[src/rtl/rgbpk_pkg.sv]
package rgbpk_pkg;

  // largest frame dimension accepted on either axis
  localparam int unsigned MAX_DIM = 4096;

  localparam int unsigned CFG_IDX_W  = 3;
  localparam int unsigned CFG_DATA_W = 16;

  // configuration register indexes
  localparam logic [CFG_IDX_W-1:0] REG_FRAME_WIDTH  = 3'd0;
  localparam logic [CFG_IDX_W-1:0] REG_FRAME_HEIGHT = 3'd1;
  localparam logic [CFG_IDX_W-1:0] REG_ROW_STRIDE   = 3'd2;
  localparam logic [CFG_IDX_W-1:0] REG_PIXEL_BYTES  = 3'd3;
  localparam logic [CFG_IDX_W-1:0] REG_RED_FORMAT   = 3'd4;
  localparam logic [CFG_IDX_W-1:0] REG_GREEN_FORMAT = 3'd5;
  localparam logic [CFG_IDX_W-1:0] REG_BLUE_FORMAT  = 3'd6;
  localparam logic [CFG_IDX_W-1:0] REG_ENABLE       = 3'd7;

  typedef struct packed {
    logic [11:0] pos_x;
    logic [11:0] pos_y;
    logic [23:0] color;
  } in_word_t;

  typedef struct packed {
    logic [27:0] byte_offset;
    logic [31:0] pixel_value;
    logic [2:0]  byte_count;
  } out_word_t;

  // channel format: width in bits 3:0 capped at eight, shift in bits 8:4
  function automatic logic [7:0] chan_top(input logic [8:0] fmt);
    logic [3:0] n;
    logic [8:0] t;
    n = (fmt[3:0] > 4'd8) ? 4'd8 : fmt[3:0];
    t = (9'd1 << n) - 9'd1;
    return t[7:0];
  endfunction

  // floor(p / 255), exact for p below 65280
  function automatic logic [7:0] div255(input logic [15:0] p);
    logic [16:0] s;
    s = {1'b0, p} + {9'd0, p[15:8]} + 17'd1;
    return s[15:8];
  endfunction

endpackage

[src/rtl/rgb_pixel_pack_and_address_unit.sv]
// Pixel packer and address generator. One word may be started in every clock
// cycle (busy is held low) and its result appears on out_data with out_strobe
// after the three register stages of the pipeline: channel and row
// multipliers, divide-by-255 and offset add, then shift-and-merge into the
// packed word. The receiver cannot stall, so each result is shown for one
// cycle only. Words outside the frame or started while disabled give no
// strobe. Configuration writes take effect at once and are meant for when no
// word is in flight.
module rgb_pixel_pack_and_address_unit
  import rgbpk_pkg::*;
(
  input  logic                  clk,
  input  logic                  rst_n,
  input  logic                  start,
  output logic                  busy,
  input  in_word_t              in_data,
  output logic                  out_strobe,
  output out_word_t             out_data,
  input  logic                  cfg_we,
  input  logic [CFG_IDX_W-1:0]  cfg_index,
  input  logic [CFG_DATA_W-1:0] cfg_data
);

  localparam logic [16:0] MaxDim = 17'(MAX_DIM);

  logic [12:0] frame_width_r;
  logic [12:0] frame_height_r;
  logic [15:0] row_stride_r;
  logic [2:0]  pixel_bytes_r;
  logic [8:0]  red_format_r;
  logic [8:0]  green_format_r;
  logic [8:0]  blue_format_r;
  logic        enable_r;

  always_ff @(posedge clk) begin
    if (!rst_n) begin
      frame_width_r  <= 13'd640;
      frame_height_r <= 13'd480;
      row_stride_r   <= 16'd2560;
      pixel_bytes_r  <= 3'd4;
      red_format_r   <= 9'd264;
      green_format_r <= 9'd136;
      blue_format_r  <= 9'd8;
      enable_r       <= 1'b0;
    end else if (cfg_we) begin
      unique case (cfg_index)
        REG_FRAME_WIDTH:  frame_width_r  <= cfg_data[12:0];
        REG_FRAME_HEIGHT: frame_height_r <= cfg_data[12:0];
        REG_ROW_STRIDE:   row_stride_r   <= cfg_data;
        REG_PIXEL_BYTES:  pixel_bytes_r  <= cfg_data[2:0];
        REG_RED_FORMAT:   red_format_r   <= cfg_data[8:0];
        REG_GREEN_FORMAT: green_format_r <= cfg_data[8:0];
        REG_BLUE_FORMAT:  blue_format_r  <= cfg_data[8:0];
        REG_ENABLE:       enable_r       <= cfg_data[0];
        default:          enable_r       <= enable_r;
      endcase
    end
  end

  assign busy = 1'b0;

  logic [16:0] lim_x;
  logic [16:0] lim_y;
  logic        in_frame;
  logic        is_24bpp;
  logic [2:0]  bpp;

  assign lim_x    = ({4'd0, frame_width_r} > MaxDim) ? MaxDim : {4'd0, frame_width_r};
  assign lim_y    = ({4'd0, frame_height_r} > MaxDim) ? MaxDim : {4'd0, frame_height_r};
  assign in_frame = ({5'd0, in_data.pos_x} < lim_x) && ({5'd0, in_data.pos_y} < lim_y);
  assign is_24bpp = (pixel_bytes_r == 3'd3);
  assign bpp      = is_24bpp ? 3'd3 : 3'd4;

  // stage a: products
  logic        va_r;
  logic [15:0] prod_r_r, prod_g_r, prod_b_r;
  logic [27:0] row_off_r;
  logic [13:0] col_off_r;

  always_ff @(posedge clk) begin
    if (!rst_n) begin
      va_r <= 1'b0;
    end else begin
      va_r <= start && enable_r && in_frame;
    end
  end

  always_ff @(posedge clk) begin
    prod_r_r  <= {8'd0, in_data.color[23:16]} * {8'd0, chan_top(red_format_r)};
    prod_g_r  <= {8'd0, in_data.color[15:8]} * {8'd0, chan_top(green_format_r)};
    prod_b_r  <= {8'd0, in_data.color[7:0]} * {8'd0, chan_top(blue_format_r)};
    row_off_r <= {16'd0, in_data.pos_y} * {12'd0, row_stride_r};
    col_off_r <= is_24bpp ? ({2'd0, in_data.pos_x} + {1'd0, in_data.pos_x, 1'b0})
                          : {in_data.pos_x, 2'b00};
  end

  // stage b: rounding divide by 255 and offset sum
  logic        vb_r;
  logic [7:0]  lvl_r_r, lvl_g_r, lvl_b_r;
  logic [27:0] offset_r;
  logic [28:0] offset_sum;

  assign offset_sum = {1'b0, row_off_r} + {15'd0, col_off_r};

  always_ff @(posedge clk) begin
    if (!rst_n) begin
      vb_r <= 1'b0;
    end else begin
      vb_r <= va_r;
    end
  end

  always_ff @(posedge clk) begin
    lvl_r_r  <= div255(prod_r_r + 16'd127);
    lvl_g_r  <= div255(prod_g_r + 16'd127);
    lvl_b_r  <= div255(prod_b_r + 16'd127);
    offset_r <= offset_sum[27:0];
  end

  // stage c: place channels and merge; bits above 31 fall off
  logic [31:0] word_nxt;

  assign word_nxt = ({24'd0, lvl_r_r} << red_format_r[8:4])
                  | ({24'd0, lvl_g_r} << green_format_r[8:4])
                  | ({24'd0, lvl_b_r} << blue_format_r[8:4]);

  logic      strobe_r;
  out_word_t out_r;

  always_ff @(posedge clk) begin
    if (!rst_n) begin
      strobe_r <= 1'b0;
    end else begin
      strobe_r <= vb_r;
    end
  end

  always_ff @(posedge clk) begin
    out_r.byte_offset <= offset_r;
    out_r.pixel_value <= word_nxt;
    out_r.byte_count  <= bpp;
  end

  assign out_strobe = strobe_r;
  assign out_data   = out_r;

  a_strobe_from_start: assert property (@(posedge clk) disable iff (!rst_n)
    out_strobe |-> ($past(start, 3) && $past(enable_r, 3)))
    else $error("result strobe without an enabled start three cycles earlier");

  a_strobe_in_frame: assert property (@(posedge clk) disable iff (!rst_n)
    out_strobe |-> ({5'd0, $past(in_data.pos_x, 3)} < lim_x &&
                    {5'd0, $past(in_data.pos_y, 3)} < lim_y))
    else $error("result given for a position outside the frame");

  a_count_legal: assert property (@(posedge clk) disable iff (!rst_n)
    out_strobe |-> (out_data.byte_count == 3'd3 || out_data.byte_count == 3'd4))
    else $error("byte count is neither three nor four");

endmodule
[config.mk]
export PLATFORM = sky130hd
export DESIGN_NAME = rgb_pixel_pack_and_address_unit
export DESIGN_NICKNAME = d
export VERILOG_FILES = /design/src/rtl/rgbpk_pkg.sv /design/src/rtl/rgb_pixel_pack_and_address_unit.sv
export SDC_FILE = /design/constraint.sdc
export NUM_CORES = 1
export LEC_CHECK = 0
export ABC_AREA = 1
export BUFFER_PORTS_ARGS = -buffer_cell sky130_fd_sc_hd__buf_4
export CORE_MARGIN = 5
export CORE_UTILIZATION = 50
export CTS_CLUSTER_DIAMETER = 100
export DETAILED_ROUTE_END_ITERATION = 8
export GPL_TIMING_DRIVEN = 0
export PLACE_DENSITY_LB_ADDON = 0.12
export SLEW_MARGIN = 20
export SYNTH_ARGS = -nofsm -noshare
export SYNTH_HDL_FRONTEND = slang
export SYNTH_SLANG_ARGS = --single-unit
[constraint.sdc]
create_clock -name clk -period 5.2 [get_ports clk]
set_clock_uncertainty 0.15 [all_clocks]
set_input_delay 1.04 -clock clk [delete_from_list [all_inputs] [get_ports clk]]
set_output_delay 1.04 -clock clk [all_outputs]
set_load 0.005 [all_outputs]
==> results.toml, run 1 <==
[status]
status = "completed"

[floorplan]
rows = 83
dieHeight_um = 239
fp.dieW_um = 239
start_util_pct = 50.7
core_area_um2 = 51600
die_area_um2 = 57000
io_pins = 136

[timing]
tightest_slew_ps = 645
fmax_ghz = 0.197
slew_headroom_pct = 56.8
hold_violations = 0
holdWs_ps = 174
maxSlewViolCount = 0
setup_viol = 0
post-route-period-util_pct = 97.6
rsz0062_at_grt = "yes"
setup-tns-final_ps = 0
post-route-min-period_ps = 5080

[layout]
multi_input_area_um2 = 18400
synthToLayoutAreaGrowth_pct = 15.2
drive_gt1_share_pct = 11.7
nFillCells = 4853
final_cell_count_no_fill = 4454
seq_area_um2 = 5620
fin_nets = 4319
final_area_um2 = 30200

[detailed_routing]
via_count = 22746
viasPerCell = 5.11
drt_pass1_iterations = 5
drc = 0
postRouteAntennaNets = 0
wire_per_inst_um = 15.2
drt_iter0_drc = 1486
drt_wl_total_um = 67600

[setup_path]
r2r_end = "prod_g_r[12]"
critPathArrivalTime_ps = 5350
r2r_cells = 20
crit_top_cell = "fa_1"
crit_chain = "buf_4 > buf_12 > nand2_2 > fa_1 > fa_1 > inv_1 > fa_1 > inv_1 > fa_1 > inv_1 > fa_1 > ha_4 > buf_4 > nand2_2 > nor2_1 > o21ai_1 > nand2_1 > inv_1 > nand2_2 > nand2_1 > nand2_1 > xor2_1"
crit_type = "input port to register"
regToRegStartpoint = "green_format_r[3]"
crit_fanout = 10
start_kind = "input port"
cp_top_family = "adder cells"
slowest_stage = "fa_1"
worst_ep_required_time_ps = 5480
r2r_setup_slack_ps = 180
endpoint_kind = "register"
cpPeakStageDelay_ps = 530
worst-path-buf-inv = 7

[power]
power_mw = 13.9
p_leak_nw = 15.9
peakVddDrop_mv = 0.515
pwr_density_cell_nw_per_um2 = 462

[grt]
grt_pass1_wl_um = 109000
antenna_found_initial = 4
grt_pass1_vias = 21761
overflow = 0
gr-usage-all-layers_pct = 23.4
grt_max_degree = 15

[clock_tree]
clk_pin_slew_ps = 60
clkLatencyLatePin_ps = 560
h-tree-depth = 2
cts_inserted_buffers = 34
clk_path_buf_depth = 3
numClockSinks = 280
holdBufCountCts = 0
cts_tree = "done"
root_buffer = "clkbuf_16"

[logic_synthesis]
synth_area_per_cell_um2 = 7.34
synth_nets = 4138
async_flop_share_pct = 0
yosysWarnings = 0
synth_area_um2 = 26200
ys.flop_type = "dfxtp_1"
syn_inst = 3567
synth_edf_count = 0
ys_ff_latch = 280
ys_seq_area_share_pct = 21.4
synth_cell_types = 58

[flow_run]
cap_violations = 0

[place]
dpl_cell_area_um2 = 28400
io_buffers = 133
place.gp.congestion = 0.981
dp.final_hpwl_um = 55100
place_inst = 4380

[min_path]
min_from = "offset_r[16]"
holdCritPathClass = "register to register"
whs_endpoint = "out_data[51]"
hold_path_depth = 0
[power breakdown]
part	internal [mW]	leakage, nW	switching (mW)
combinational	3.37	13.0	4.88
sequential	2.87	2.33	0.356
clock	1.49	0.570	0.964
[flip-flops by register name, indices dropped and copies added (netlist names), 9 cells and up]
| signal | cells |
|---|---|
| out_data | 62 |
| prod_g_r | 16 |
| offset_r | 28 |
| frame_height_r | 13 |
| green_format_r | 9 |
| prod_r_r | 16 |
| red_format_r | 9 |
| row_stride_r | 16 |
| blue_format_r | 9 |
| col_off_r | 14 |
| frame_width_r | 13 |
| row_off_r | 28 |
| prod_b_r | 16 |
[cell type report]
class                           count  area share (%)
Buffer                             79            1.49
Inverter                          654            8.14
Clock buffer                       42            3.09
Timing Repair Buffer              158            4.01
Clock inverter                     18           0.784
Multi-Input combinational cell   2541            61.0
Antenna cell                        2          0.0166
Tap cell                          680            2.82
Sequential cell                   280            18.6
[layer usage]
layer,track usage (%),vias to the layer above,wire length (um)
li1,-,11406,-
met1,32.7,10566,30500
met2,37.8,647,30600
met3,3.89,123,4570
met4,6.57,4,1950
met5,0,-,34
[layout by cell type, fill, tap and decap left out, types with 37 or more instances in the layout]
cell,instances
clkbuf_1,46
o21ai_0,143
inv_1,626
a21oi_1,123
xor2_1,77
ha_1,231
nor2_1,336
xnor2_1,37
buf_4,158
nand3_1,158
clkbuf_16,37
fa_1,245
nand2_1,877
dfxtp_1,273
[per-stage QoR]
step           utilization (%)  worst slack, ps
6_report                  58.4              123
4_1_cts                   57.5             4.81
2_1_floorplan                -            -47.0
5_1_grt                   58.4            -50.8
3_3_place_gp              55.0             -788
3_5_place_dp              55.0             -841
[kinds of logic after synthesis]
family | after synthesis | share of synthesized area, %
and+or+nand+nor | 1531 | 24.3
other | 1 | 0.0143
adders and majority gates | 500 | 31.1
DFF | 280 | 21.4
xor gates and xnor gates | 122 | 4.21
muxes | 6 | 0.229
buffers and inverters | 746 | 10.8
AOI/OAI and AO/OA | 381 | 7.99
[cell usage after synthesis, types with 2 or more instances]
master     number  share of area (%)
nand3_1       159                3.0
nand2_4         5               0.22
or2_2          10               0.24
buf_4           4               0.11
clkbuf_1       80                1.1
inv_1         634                9.1
xor2_1         81                2.7
a21o_1          8               0.23
ha_1          250                 12
o21ai_0       158                3.0
xnor2_1        38                1.3
nand3b_1        4               0.11
a21boi_0        5               0.14
dfxtp_1       280                 21
buf_2           6               0.11
o31ai_1         4               0.11
or2_1           2              0.048
buf_1           2              0.029
o211ai_1        6               0.17
xor2_2          2               0.12
mux2i_1         6               0.23
nor2_4          5               0.22
o21ai_1         9               0.17
a31oi_1        21               0.50
clkinv_1        3              0.043
nor3_1         25               0.48
a21oi_1       136                2.6
a211oi_1        4               0.11
inv_2          16               0.23
o22ai_1         5               0.12
nand2_1       896                 13
nor2_2         18               0.43
o2111ai_1       4               0.13
nor4_1          6               0.14
nor2_1        343                4.9
nand3_2         6               0.23
o21a_1          4               0.11
a21boi_1        2              0.057
nand2_2        14               0.33
o21bai_1        6               0.17
nand4_1        34               0.81
fa_1          250                 19
[worst max-delay path by stage]
stage | start | to | slack [ps] | cells after the start
detailed placement | in_data[26] | row_off_r[27] | -840 | 18
CTS | in_data[30] | row_off_r[25] | 5 | 20
finish | in_data[28] | row_off_r[21] | 120 | 22
floorplan | in_data[29] | row_off_r[25] | -50 | 19
global placement | in_data[26] | row_off_r[25] | -790 | 20
global route | green_format_r[3] | prod_g_r[12] | -50 | 20
[what timing repair did]
item,in CTS,in global routing
resized for setup,31,125
cloned,0,2
endpoints found under the setup margin,34,34
pin swaps,3,51
buffers inserted,5,18
Note: power is estimated with default switching activity, not from simulation.
==> run 2, diff against run 1 <==
- ABC_AREA: 1 -> default
==> results.toml, run 2 <==
[status]
status = "finished, violations left"
violations = "setup timing"

[clock_tree]
clk_pin_slew_ps = 60
cts_inserted_buffers = 31
h-tree-depth = 1
root_buffer = "clkbuf_16"
clk_path_buf_depth = 3
cts_tree = "done"
numClockSinks = 280
clkLatencyLatePin_ps = 600

[detailed_routing]
wl_met1_um = 27400
drt_iter0_drc = 1003
met2_length_um = 30200
drt_pass1_iterations = 6
via_count = 20016
wl_met3_um = 3440
wire_per_inst_um = 16.7
maxUsedRoutingLayer = "met5"
postRouteAntennaNets = 0
drc = 0
viasPerCell = 5.31
drt_wl_total_um = 63000

[floorplan]
start_util_pct = 50.7
io_pins = 136
fp.dieW_um = 233
die_area_um2 = 54400
dieHeight_um = 233
core_area_um2 = 49200
rows = 81

[logic_synthesis]
async_flop_share_pct = 0
ys.flop_type = "dfxtp_1"
synthXorXnorAreaFrac_pct = 5.06
yosys-top-cells-count = "nand2_1, inv_1, dfxtp_1, fa_1, ha_1"
yosysWarnings = 0
synth.top_cells.by_area = "dfxtp_1, fa_1, ha_1"
syn_inst = 2866
synth_area_um2 = 24900
synth_area_leader_cell = "dfxtp_1"
synthMuxAreaShare_pct = 1.86
synth_edf_count = 0
synth_nets = 3437
synth_top_area_share_pct = 22.5
yosys.cell_count.top_type = "nand2_1"
synthAdderAreaFrac_pct = 32.6
synth_area_per_cell_um2 = 8.70
ys_ff_latch = 280
synth_top_family_by_area = "adder cells"
ys_seq_area_share_pct = 22.5
synth_cell_types = 69
synth-compound-area-share_pct = 10.7
synthSimpleGateAreaFrac_pct = 20.4

[timing]
layout_setup_ws_ps = -467
tightest_slew_ps = 1120
maxSlewViolCount = 0
slew_headroom_pct = 24.7
post-route-period-util_pct = 109
setup_viol = 17
hold_violations = 0
fmax_ghz = 0.176
post-route-min-period_ps = 5670
rsz0062_at_grt = "yes"
holdWs_ps = 174

[flow_run]
cap_violations = 0

[grt]
grt_pass1_vias = 20883
antenna_found_initial = 5
gr-usage-all-layers_pct = 23.0
grt_pass1_wl_um = 103000
overflow = 0
grt_max_degree = 16

[place]
pre_cts_ws_ps = -1370
io_buffers = 129
place.gp.congestion = 0.916
dp.final_hpwl_um = 50300
dpl_cell_area_um2 = 27200

[layout]
synthToLayoutAreaGrowth_pct = 17.7
mostFrequentLayoutCell = "nand2_1"
largest_reg_flops = 62
final_cell_mix = "nand2_1, inv_1, dfxtp_1, fa_1, ha_1"
nFillCells = 4316
drive_gt1_share_pct = 13.7
final_util_pct = 59.7
fin_nets = 3649
final_area_um2 = 29300

[power]
power_mw = 12.8
peakVddDrop_mv = 0.589
pwr_density_cell_nw_per_um2 = 437
p_leak_nw = 13.6

[setup_path]
start_kind = "input port"
worst_ep_required_time_ps = 5570
regToRegStartpoint = "row_stride_r[9]"
crit_type = "input port to register"
crit_fanout = 8
critPathArrivalTime_ps = 6040
critPathLaunch = "in_data[31]"
endpoint_kind = "register"

[min_path]
holdCritPathClass = "register to register"
min_from = "offset_r[3]"
## run 2: changes by cell type in the layout (fill, tap and decap cells not counted), moves of 64 or more
cell,delta
nand2_1,-434
inv_1,-272
xnor2_1,+64
nand3_1,-101
nand2b_1,+72
nor2_1,-225
o21ai_0,-76
and2_1,+165
## run 2: worst max-delay path: stages
cell and delay, ps:
buf_12 110, clkbuf_16 140, and2_4 130, fa_1 520
inv_2 40, fa_1 520, fa_1 440, fa_1 500
inv_1 50, fa_1 540, ha_4 210, a21oi_2 130
o211ai_1 170, or3_4 370, o31a_1 300, a221oi_4 360
o21bai_1 120, a21oi_1 180, xnor2_1 140
## run 2: cells by family (layout without fill, tap and decap cells)
family,after synthesis,after routing
xor+xnor,144,144
compound gates,399,399
simple gates,1041,1041
fa+ha+maj,500,500
mux,45,45
buf+inv,456,691
other cells,1,5
flops,280,280
## run 2: repair_timing
item                                    CTS  global route
buffers inserted                         45            15
gates cloned                              0             0
hold buffers                              0             0
endpoints found under the setup margin   34            34
gates resized for setup                 108            85
pin swaps                                55            50
## run 2: stage by stage
stage,instances,setup TNS [ps]
after CTS,3757,-4730
after detailed placement,3659,-19770
after floorplan,2866,-3450
after global routing,3768,-6450
final,3769,-3610
after global placement,3659,-17860
## run 2: area by class of cell
type	count	area, um2	area share, %
Multi-Input combinational cell	2130	18400	62.9
Sequential cell	280	5620	19.2
Timing Repair Buffer	183	1440	4.91
Inverter	363	1360	4.64
Clock buffer	42	887	3.02
Tap cell	664	831	2.83
Buffer	89	572	1.95
Clock inverter	14	175	0.597
Antenna cell	4	10.0	0.0341
## run 2: routing by layer
metal	GRT usage, %	up-vias
met5	0	-
met3	3.76	120
li1	-	9728
met2	39.6	507
met4	7.31	2
met1	29.8	9659
## run 2: where the power goes
group | internal, mW | leakage (nW) | switching, mW
combinational | 3.56 | 10.7 | 3.84
sequential | 2.82 | 2.32 | 0.372
clock | 1.35 | 0.519 | 0.901
## run 2: worst paths after layout
path	end	slack (ps)	depth (start not counted)
worst max-delay path	row_off_r[25]	-470	19
worst min-delay path	out_data[38]	170	0
worst max register to register	row_off_r[25]	-420	18
worst min register to register	out_data[38]	170	0
